File: config.mk
export PLATFORM = sky130hd
export DESIGN_NAME = ham_pixel_encoder_core
export DESIGN_NICKNAME = d
export VERILOG_FILES = /design/src/hpe_pkg.sv /design/src/hpe_front.sv /design/src/hpe_back.sv /design/src/ham_pixel_encoder_core.sv
export SDC_FILE = /design/constraint.sdc
export NUM_CORES = 2
export LEC_CHECK = 0
export BUFFER_PORTS_ARGS = -buffer_cell sky130_fd_sc_hd__buf_4
export CAP_MARGIN = 30
export CORE_ASPECT_RATIO = 0.9
export CORE_MARGIN = 4
export CORE_UTILIZATION = 40
export DETAILED_ROUTE_END_ITERATION = 16
export HOLD_SLACK_MARGIN = 0.02
export PLACE_DENSITY = 0.55
export SYNTH_ARGS = -nofsm -noshare
export SYNTH_HDL_FRONTEND = slang
export SYNTH_SLANG_ARGS = --single-unit
File: constraint.sdc
create_clock -name clk -period 20.1 [get_ports clk]
set_clock_uncertainty 0.1 [all_clocks]
set_input_delay 6.03 -clock clk [delete_from_list [all_inputs] [get_ports clk]]
set_output_delay 6.03 -clock clk [all_outputs]
set_load 0.03 [all_outputs]
File: src/hpe_pkg.sv
// shared types, constants and helpers for the hold-and-modify pixel encoder
`default_nettype none
package hpe_pkg;

  localparam int PALETTE_SIZE_DEF = 64;

  // initial search bounds, 3*E*E for HAM8 and HAM6
  localparam logic [15:0] BOUND_HAM8 = 16'd12288;
  localparam logic [15:0] BOUND_HAM6 = 16'd768;

  // control codes of a HAM byte
  localparam logic [1:0] CTRL_PALETTE = 2'd0;

  typedef struct packed {
    logic       is_write;
    logic       row_start;
    logic [5:0] blue;
    logic [5:0] red;
    logic [5:0] green;
    logic [5:0] entry;
  } item_t;

  typedef enum logic [1:0] {
    S_IDLE,
    S_CHECK,
    S_SEARCH,
    S_DECIDE
  } state_t;

  // square of the absolute difference, modulo 2^16
  function automatic logic [15:0] sq8(input logic [7:0] a, input logic [7:0] b);
    logic [15:0] d;
    d = (a > b) ? {8'd0, a - b} : {8'd0, b - a};
    return d * d;
  endfunction

  // summed squared error with wraparound
  function automatic logic [15:0] err3(input logic [7:0] a0, input logic [7:0] a1,
                                       input logic [7:0] a2, input logic [7:0] b0,
                                       input logic [7:0] b1, input logic [7:0] b2);
    return 16'(sq8(a0, b0) + sq8(a1, b1) + sq8(a2, b2));
  endfunction

  // pack control and value into a HAM8 or HAM6 byte
  function automatic logic [7:0] make_byte(input logic ham8, input logic [1:0] ctrl,
                                           input logic [5:0] value);
    logic [7:0] b;
    if (ham8) begin
      b = {value, ctrl};
    end else begin
      b = {2'b00, ctrl, value[3:0]};
    end
    return b;
  endfunction

endpackage
`default_nettype wire

File: src/hpe_front.sv
// front end: classifies input beats and queues them for the back end
`default_nettype none
module hpe_front (
  input  wire logic          clk,
  input  wire logic          rst,
  input  wire logic          in_valid,
  output logic               in_stall,
  input  wire logic          cmd,
  input  wire logic          row_start,
  input  wire logic [5:0]    blue_level,
  input  wire logic [5:0]    red_level,
  input  wire logic [5:0]    green_level,
  input  wire logic [5:0]    entry_number,
  output logic               q_valid,
  output hpe_pkg::item_t     q_item,
  input  wire logic          q_pop
);

  hpe_pkg::item_t slots [2];
  logic       wp;
  logic       rp;
  logic [1:0] cnt;
  logic       push;
  hpe_pkg::item_t item_in;

  // classify the incoming beat
  always_comb begin
    item_in.is_write  = cmd;
    item_in.row_start = row_start & ~cmd;
    item_in.blue      = blue_level;
    item_in.red       = red_level;
    item_in.green     = green_level;
    item_in.entry     = entry_number;
  end

  assign in_stall = (cnt == 2'd2);
  assign push     = in_valid && !in_stall;
  assign q_valid  = (cnt != 2'd0);
  assign q_item   = slots[rp];

  // queue storage
  always_ff @(posedge clk) begin
    if (push) begin
      slots[wp] <= item_in;
    end
  end

  // queue pointers
  always_ff @(posedge clk) begin
    if (rst) begin
      wp  <= 1'b0;
      rp  <= 1'b0;
      cnt <= 2'd0;
    end else begin
      if (push) wp <= ~wp;
      if (q_pop) rp <= ~rp;
      cnt <= 2'(cnt + {1'b0, push} - {1'b0, q_pop});
    end
  end

endmodule
`default_nettype wire

File: src/hpe_back.sv
// back end: palette memory, palette search, modify decision and output register
`default_nettype none
module hpe_back #(
  parameter int PaletteSize = hpe_pkg::PALETTE_SIZE_DEF
) (
  input  wire logic          clk,
  input  wire logic          rst,
  input  wire logic          ham8_mode,
  input  wire logic          q_valid,
  input  hpe_pkg::item_t     q_item,
  output logic               q_pop,
  output logic               out_valid,
  input  wire logic          out_stall,
  output logic [7:0]         ham_byte
);

  localparam int AW = $clog2(PaletteSize);

  hpe_pkg::state_t state, state_next;

  logic [17:0] mem [PaletteSize];
  logic [17:0] rd_data;
  logic [AW-1:0] rd_addr;

  logic [5:0] pb, pr, pg;
  logic [7:0] held_b, held_r, held_g;
  logic [1:0] rotation;
  logic [AW-1:0] cnt;
  logic [15:0] best_err;
  logic [AW-1:0] best_idx;
  logic [17:0] best_rgb;

  logic slot_free;
  logic emit_check;
  logic emit_decide;
  logic search_last;
  logic pix_eq;
  logic [15:0] cur_err;
  logic [1:0] comp;
  logic [5:0] comp_val;
  logic [7:0] db, dr, dg, dbest;
  logic [7:0] mb, mr, mg;
  logic [15:0] mod_err;
  logic take_mod;
  logic [5:0] rot_val;

  assign slot_free = !out_valid || !out_stall;
  assign pix_eq = ({2'b00, pb} == held_b) && ({2'b00, pr} == held_r) &&
                  ({2'b00, pg} == held_g);
  assign search_last = (cnt == (ham8_mode ? AW'(PaletteSize - 1) : AW'(15)));

  // error of the entry on the read port
  assign cur_err = hpe_pkg::err3({2'b00, pb}, {2'b00, pr}, {2'b00, pg},
                                 {2'b00, rd_data[17:12]}, {2'b00, rd_data[11:6]},
                                 {2'b00, rd_data[5:0]});

  // component with the largest difference, first on ties
  always_comb begin
    db = ({2'b00, pb} > held_b) ? ({2'b00, pb} - held_b) : (held_b - {2'b00, pb});
    dr = ({2'b00, pr} > held_r) ? ({2'b00, pr} - held_r) : (held_r - {2'b00, pr});
    dg = ({2'b00, pg} > held_g) ? ({2'b00, pg} - held_g) : (held_g - {2'b00, pg});
    comp  = 2'd0;
    dbest = db;
    if (dr > dbest) begin
      comp  = 2'd1;
      dbest = dr;
    end
    if (dg > dbest) begin
      comp = 2'd2;
    end
    mb = held_b;
    mr = held_r;
    mg = held_g;
    unique case (comp)
      2'd0: begin
        mb = {2'b00, pb};
        comp_val = pb;
      end
      2'd1: begin
        mr = {2'b00, pr};
        comp_val = pr;
      end
      default: begin
        mg = {2'b00, pg};
        comp_val = pg;
      end
    endcase
    mod_err  = hpe_pkg::err3({2'b00, pb}, {2'b00, pr}, {2'b00, pg}, mb, mr, mg);
    take_mod = (best_err >= mod_err);
  end

  // component picked by the rotation on a repeated colour
  always_comb begin
    unique case (rotation)
      2'd0:    rot_val = pb;
      2'd1:    rot_val = pr;
      default: rot_val = pg;
    endcase
  end

  // next state and handshake
  always_comb begin
    state_next  = state;
    q_pop       = 1'b0;
    emit_check  = 1'b0;
    emit_decide = 1'b0;
    rd_addr     = AW'(cnt + AW'(1));
    unique case (state)
      hpe_pkg::S_IDLE: begin
        if (q_valid) begin
          q_pop = 1'b1;
          if (!q_item.is_write) state_next = hpe_pkg::S_CHECK;
        end
      end
      hpe_pkg::S_CHECK: begin
        rd_addr = '0;
        if (pix_eq) begin
          if (slot_free) begin
            emit_check = 1'b1;
            state_next = hpe_pkg::S_IDLE;
          end
        end else begin
          state_next = hpe_pkg::S_SEARCH;
        end
      end
      hpe_pkg::S_SEARCH: begin
        if (search_last) state_next = hpe_pkg::S_DECIDE;
      end
      hpe_pkg::S_DECIDE: begin
        if (slot_free) begin
          emit_decide = 1'b1;
          state_next  = hpe_pkg::S_IDLE;
        end
      end
      default: state_next = hpe_pkg::S_IDLE;
    endcase
  end

  always_ff @(posedge clk) begin
    if (rst) begin
      state <= hpe_pkg::S_IDLE;
    end else begin
      state <= state_next;
    end
  end

  // palette memory
  always_ff @(posedge clk) begin
    if (q_pop && q_item.is_write && ({1'b0, q_item.entry} < 7'(PaletteSize))) begin
      mem[q_item.entry[AW-1:0]] <= {q_item.blue, q_item.red, q_item.green};
    end
    rd_data <= mem[rd_addr];
  end

  // pixel latch and search tracking
  always_ff @(posedge clk) begin
    if (q_pop) begin
      pb <= q_item.blue;
      pr <= q_item.red;
      pg <= q_item.green;
    end
    if (state == hpe_pkg::S_CHECK) begin
      cnt      <= '0;
      best_err <= ham8_mode ? hpe_pkg::BOUND_HAM8 : hpe_pkg::BOUND_HAM6;
      best_idx <= '0;
    end
    if (state == hpe_pkg::S_SEARCH) begin
      cnt <= AW'(cnt + AW'(1));
      if (cnt == '0) best_rgb <= rd_data;
      if (cur_err < best_err) begin
        best_err <= cur_err;
        best_idx <= cnt;
        best_rgb <= rd_data;
      end
    end
  end

  // held colour and rotation
  always_ff @(posedge clk) begin
    if (rst) begin
      held_b   <= 8'hFF;
      held_r   <= 8'hFF;
      held_g   <= 8'hFF;
      rotation <= 2'd0;
    end else begin
      if (q_pop && q_item.row_start) begin
        held_b   <= 8'hFF;
        held_r   <= 8'hFF;
        held_g   <= 8'hFF;
        rotation <= 2'd0;
      end
      if (emit_check) begin
        rotation <= (rotation == 2'd2) ? 2'd0 : 2'(rotation + 2'd1);
      end
      if (emit_decide) begin
        if (take_mod) begin
          held_b <= mb;
          held_r <= mr;
          held_g <= mg;
        end else begin
          held_b <= {2'b00, best_rgb[17:12]};
          held_r <= {2'b00, best_rgb[11:6]};
          held_g <= {2'b00, best_rgb[5:0]};
        end
      end
    end
  end

  // output register
  always_ff @(posedge clk) begin
    if (rst) begin
      out_valid <= 1'b0;
    end else if (emit_check || emit_decide) begin
      out_valid <= 1'b1;
    end else if (!out_stall) begin
      out_valid <= 1'b0;
    end
  end

  always_ff @(posedge clk) begin
    if (emit_check) begin
      ham_byte <= hpe_pkg::make_byte(ham8_mode, 2'(rotation + 2'd1), rot_val);
    end else if (emit_decide) begin
      if (take_mod) begin
        ham_byte <= hpe_pkg::make_byte(ham8_mode, 2'(comp + 2'd1), comp_val);
      end else begin
        ham_byte <= hpe_pkg::make_byte(ham8_mode, hpe_pkg::CTRL_PALETTE, 6'(best_idx));
      end
    end
  end

endmodule
`default_nettype wire

File: src/ham_pixel_encoder_core.sv
// top level of the hold-and-modify pixel encoder
//
// Input channel: in_valid / in_stall carry one beat per item, either a palette
// write (cmd = 1, entry_number selects the entry) or a pixel to encode.
// Output channel: out_valid / out_stall carry one ham_byte per encoded pixel;
// palette writes give no output beat.
// cfg_we / cfg_wdata load ham8_mode (1 = HAM8, 0 = HAM6); the user must write it
// only while the block is idle, which the block itself does not enforce. Input
// beats enter a two-entry queue, so the sender is stalled only when it is full.
// A pixel equal to the held colour needs no search; any other pixel walks the
// palette memory one entry per cycle through its single read port: 16 entries
// in HAM6 and PaletteSize entries in HAM8.
// Reset clears the queue, out_valid, the held colour (255 each),
// the rotation and sets HAM8 mode; the palette keeps no reset value.
// A stalled output holds its byte; the back end waits before emitting the
// next one while the queue keeps filling until it stalls the sender.
`default_nettype none
module ham_pixel_encoder_core #(
  parameter int PaletteSize = hpe_pkg::PALETTE_SIZE_DEF
) (
  input  wire logic       clk,
  input  wire logic       rst,
  input  wire logic       cfg_we,
  input  wire logic       cfg_wdata,
  input  wire logic       in_valid,
  output logic            in_stall,
  input  wire logic       cmd,
  input  wire logic       row_start,
  input  wire logic [5:0] blue_level,
  input  wire logic [5:0] red_level,
  input  wire logic [5:0] green_level,
  input  wire logic [5:0] entry_number,
  output logic            out_valid,
  input  wire logic       out_stall,
  output logic [7:0]      ham_byte
);

  logic           ham8_mode;
  logic           q_valid;
  logic           q_pop;
  hpe_pkg::item_t q_item;

  // mode register
  always_ff @(posedge clk) begin
    if (rst) begin
      ham8_mode <= 1'b1;
    end else if (cfg_we) begin
      ham8_mode <= cfg_wdata;
    end
  end

  hpe_front u_front (
    .clk          (clk),
    .rst          (rst),
    .in_valid     (in_valid),
    .in_stall     (in_stall),
    .cmd          (cmd),
    .row_start    (row_start),
    .blue_level   (blue_level),
    .red_level    (red_level),
    .green_level  (green_level),
    .entry_number (entry_number),
    .q_valid      (q_valid),
    .q_item       (q_item),
    .q_pop        (q_pop)
  );

  hpe_back #(
    .PaletteSize (PaletteSize)
  ) u_back (
    .clk       (clk),
    .rst       (rst),
    .ham8_mode (ham8_mode),
    .q_valid   (q_valid),
    .q_item    (q_item),
    .q_pop     (q_pop),
    .out_valid (out_valid),
    .out_stall (out_stall),
    .ham_byte  (ham_byte)
  );

endmodule
`default_nettype wire
==> metrics.txt <==
outcome finished clean; post-synthesis instance area 68500 um^2; fraction of final layout cells with drive strength greater than 1 0.118; aggregate negative setup slack 0 ns; Synth Area in Compound Gates 0.0922; number of iterations in the first detailed-routing pass 6; met1 usage 0.303; highest attainable clock frequency 54.1 MHz; Post-Synth Adder-Cell Area 0.137; leading register cell type out of synthesis sky130_fd_sc_hd__edfxtp_1; core box area 169000 um^2; half-perimeter wire length after placement 123 mm; drt total wl 192 mm; IO Port Bufs 41; crit path capture type flop; number of cells on the worst hold path 2; setup repair after global routing missed its margin false; minimum setup slack after placement 1.50 ns; Startpoint Class flop; post-route fraction of the period consumed by the critical path 0.919; antenna violations before repair 6; sequential area share after synthesis 0.572; total of fill cells in the finished design 15100; overall die width 444 um; maximum fanout along the worst path 40; maximum level of the CTS H-tree 4; Starting DRT DRC Count 4013; Initial Utilization 0.404; number of buffers between clock root and the deepest sink 3; required time at the endpoint of the critical path 20.46 ns; simple-gate share of the synthesized area 0.0769; flip-flop and latch count after synthesis 1329; largest cells by area after synthesis sky130_fd_sc_hd__edfxtp_1 55%, sky130_fd_sc_hd__fa_1 8.0%, sky130_fd_sc_hd__ha_1 5.8%; slew at the pin closest to its max-slew limit 1.05 ns; peak per-stage delay on the critical path 0.65 ns; max-cap viol count 0; hold-fix buffers at CTS 0; max-slew violation count 0; core utilization of the finished layout 0.451; wire length of the first global-routing pass 284 mm; DP Cell Count 7424; via-per-instance ratio 5.54; number of flops mapped to enable cells by yosys 1254; placer congestion estimate 0.887; mux share of post-synthesis cell area 0.0652; total number of yosys warnings 0; vias after detailed routing 42500; net count of the finished layout 5943; via count of the first global-routing pass 42300; Die Ht 400 um; area share of the largest cell type after synthesis 0.550; Cells after Synth 5239; root cell of the clock tree sky130_fd_sc_hd__clkbuf_16; Slew Limit Headroom 0.295; clock sink total 1329; Critical Setup Path Class reg -> reg; syn avg cell area 13.1 um^2; clock network latency to the later pin of the worst-skew pair 0.77 ns; TritonCTS Buffers 139; global router's overall resource usage 0.213; XOR/XNOR Fraction of Synth Area 0.0128; Global Route met2 Usage 0.336; path type of the worst min-delay path reg -> reg; final std cells w/o fill 7677; cell with the largest stage delay on the worst path sky130_fd_sc_hd__xnor2_1; endpoints failing hold 0; count of unique library cells instantiated by Yosys 88; Antenna Nets Post-Route 0; DR DRC count 0; clock-pin slew on the worst setup and hold paths 0.06 ns; largest area contributor in the synthesized netlist sky130_fd_sc_hd__edfxtp_1; number of setup violations in the final report 0; relative area change from synthesis to final layout 11.7%; die area 178000 um^2; clock period minus worst slack 18.47 ns; io pins 42; GRT met3 Usage 0.0316; total overflow reported by the global router 0; Placement Rows 143; proportion of synthesized flip-flops having asynchronous set or reset 0; worst-case reg-to-reg path depth 71; mean routed wirelength per cell 25.0 um; clock tree from TritonCTS yes; most utilized layer in the global route result met2; main combinational cell family by area after synthesis adder cells; pin count of the biggest net entering global routing 117; setup ws final 1.63 ns; crit path DAT 18.84 ns
[logic make-up (layout without fill, tap and decap cells)]
| family | count (synthesis) | count (layout) |
|---|---|---|
| other | 1 | 3 |
| DFF | 1329 | 1329 |
| AOI/OAI and AO/OA | 926 | 926 |
| muxes | 330 | 330 |
| and+or+nand+nor | 1185 | 1185 |
| xor gates and xnor gates | 97 | 97 |
| adders and majority gates | 588 | 588 |
| buffers and inverters | 783 | 972 |
[critical path, delay by kind of cell (launching register included)]
family	cells	cell delay [ns]
simple gates	9	2.05
fa+ha+maj	15	5.99
mux	3	0.46
flops	1	0.52
xor+xnor	3	0.98
compound gates	32	7.09
buf+inv	9	0.94
[cells in the final DEF (no fill, tap or decap), drive strengths merged, types with 28 or more instances in the layout]
cell / synthesis / layout
edfxtp: 1254 / 1254
mux2i: 181 / 181
mux2: 63 / 63
fa: 272 / 272
inv: 531 / 535
a311oi: 102 / 102
a211oi: 157 / 157
nor2b: 96 / 96
a21o: 41 / 41
o211ai: 31 / 31
nor3: 78 / 78
xor2: 36 / 36
o21ai: 155 / 155
buf: 54 / 193
mux4: 86 / 86
o22ai: 29 / 29
o221ai: 28 / 28
ha: 316 / 316
nand2: 478 / 478
xnor2: 60 / 60
a21oi: 201 / 201
clkbuf: 198 / 186
a31oi: 62 / 62
nand3: 104 / 104
nand2b: 31 / 31
nor2: 312 / 312
clkinv: 0 / 51
dfxtp: 75 / 75
[layout make-up]
cell class	count	area [um^2]	share of cell area
diodes	1	2.50	0.0000327
clock buffers	185	3760	0.0493
clock inverters	62	572	0.00748
inverters	531	1990	0.0261
multi-input cells	3128	26600	0.347
flip-flops and latches	1329	39200	0.512
well taps	2247	2810	0.0368
repair buffers	194	1580	0.0207
[registers in the layout, indices dropped and copies added (netlist names), 2 cells and up, named ones only]
name / count
u_back.state: 2
u_back.ham_byte: 8
u_back.pb: 6
u_back.best_rgb: 18
u_back.cnt: 6
u_back.pr: 6
u_front.slots: 52
u_back.held_b: 8
u_back.best_idx: 6
u_back.held_r: 8
u_back.held_g: 8
u_back.pg: 6
u_back.mem: 1152
u_front.cnt: 2
u_back.rd_data: 18
u_back.best_err: 16
u_back.rotation: 2
[path summary, 6_finish.rpt]
| path | start | end | slack [ns] |
|---|---|---|---|
| setup reg to reg | u_back.pb[0] | u_back.ham_byte[1] | 1.63 |
| hold / removal | u_back.best_idx[1] | u_back.best_idx[1] | 0.38 |
| setup / recovery | u_back.pb[0] | u_back.ham_byte[1] | 1.63 |
| hold reg to reg | u_back.best_idx[1] | u_back.best_idx[1] | 0.38 |
[repair_timing]
action	CTS	global route
buffers inserted	0	0
resized for setup	0	1
setup endpoints to repair	0	7
[metal layers]
layer  up-vias  routed length (um)
li1      19200                   -
met1     21700               85800
met2      1306               88800
met3       271               10900
met4         0                6360
met5         -                   0
[per-stage QoR]
step | hold WS (ns) | area (um^2)
finish | 0.380 | 76400
global route | 0.405 | 76400
CTS | 0.383 | 76400
detailed placement | 0.374 | 72000
global placement | 0.382 | 72000
floorplan | 0.334 | 68500
[Yosys cell counts, types with 4 or more instances]
master / count
sky130_fd_sc_hd__nand2_1: 476
sky130_fd_sc_hd__nand4_1: 9
sky130_fd_sc_hd__inv_1: 528
sky130_fd_sc_hd__a31oi_1: 61
sky130_fd_sc_hd__a21oi_1: 198
sky130_fd_sc_hd__nand3_1: 104
sky130_fd_sc_hd__nor3_1: 77
sky130_fd_sc_hd__edfxtp_1: 1254
sky130_fd_sc_hd__o211ai_1: 31
sky130_fd_sc_hd__a21o_1: 41
sky130_fd_sc_hd__or3_1: 6
sky130_fd_sc_hd__a211oi_1: 155
sky130_fd_sc_hd__xnor2_1: 59
sky130_fd_sc_hd__and3_1: 17
sky130_fd_sc_hd__o22ai_1: 28
sky130_fd_sc_hd__o21ai_1: 4
sky130_fd_sc_hd__clkbuf_1: 198
sky130_fd_sc_hd__o221ai_1: 27
sky130_fd_sc_hd__buf_1: 24
sky130_fd_sc_hd__nand3b_1: 5
sky130_fd_sc_hd__o32ai_1: 15
sky130_fd_sc_hd__o31ai_1: 5
sky130_fd_sc_hd__nor2_1: 311
sky130_fd_sc_hd__a311oi_1: 102
sky130_fd_sc_hd__dfxtp_1: 75
sky130_fd_sc_hd__mux2_2: 60
sky130_fd_sc_hd__fa_1: 272
sky130_fd_sc_hd__a221o_1: 6
sky130_fd_sc_hd__a22oi_1: 10
sky130_fd_sc_hd__and4_1: 4
sky130_fd_sc_hd__xor2_1: 35
sky130_fd_sc_hd__nor2b_1: 96
sky130_fd_sc_hd__o21a_1: 9
sky130_fd_sc_hd__o2111ai_1: 21
sky130_fd_sc_hd__nand2b_1: 31
sky130_fd_sc_hd__mux4_2: 86
sky130_fd_sc_hd__and2_1: 12
sky130_fd_sc_hd__o21bai_1: 25
sky130_fd_sc_hd__mux2i_1: 180
sky130_fd_sc_hd__a221oi_1: 5
sky130_fd_sc_hd__ha_1: 316
sky130_fd_sc_hd__buf_2: 27
sky130_fd_sc_hd__or2_2: 23
sky130_fd_sc_hd__o21ai_0: 150
Power is left out: the tool's default activity adds up to more than one toggle a clock period on the data nets, which glitch-free logic cannot reach.
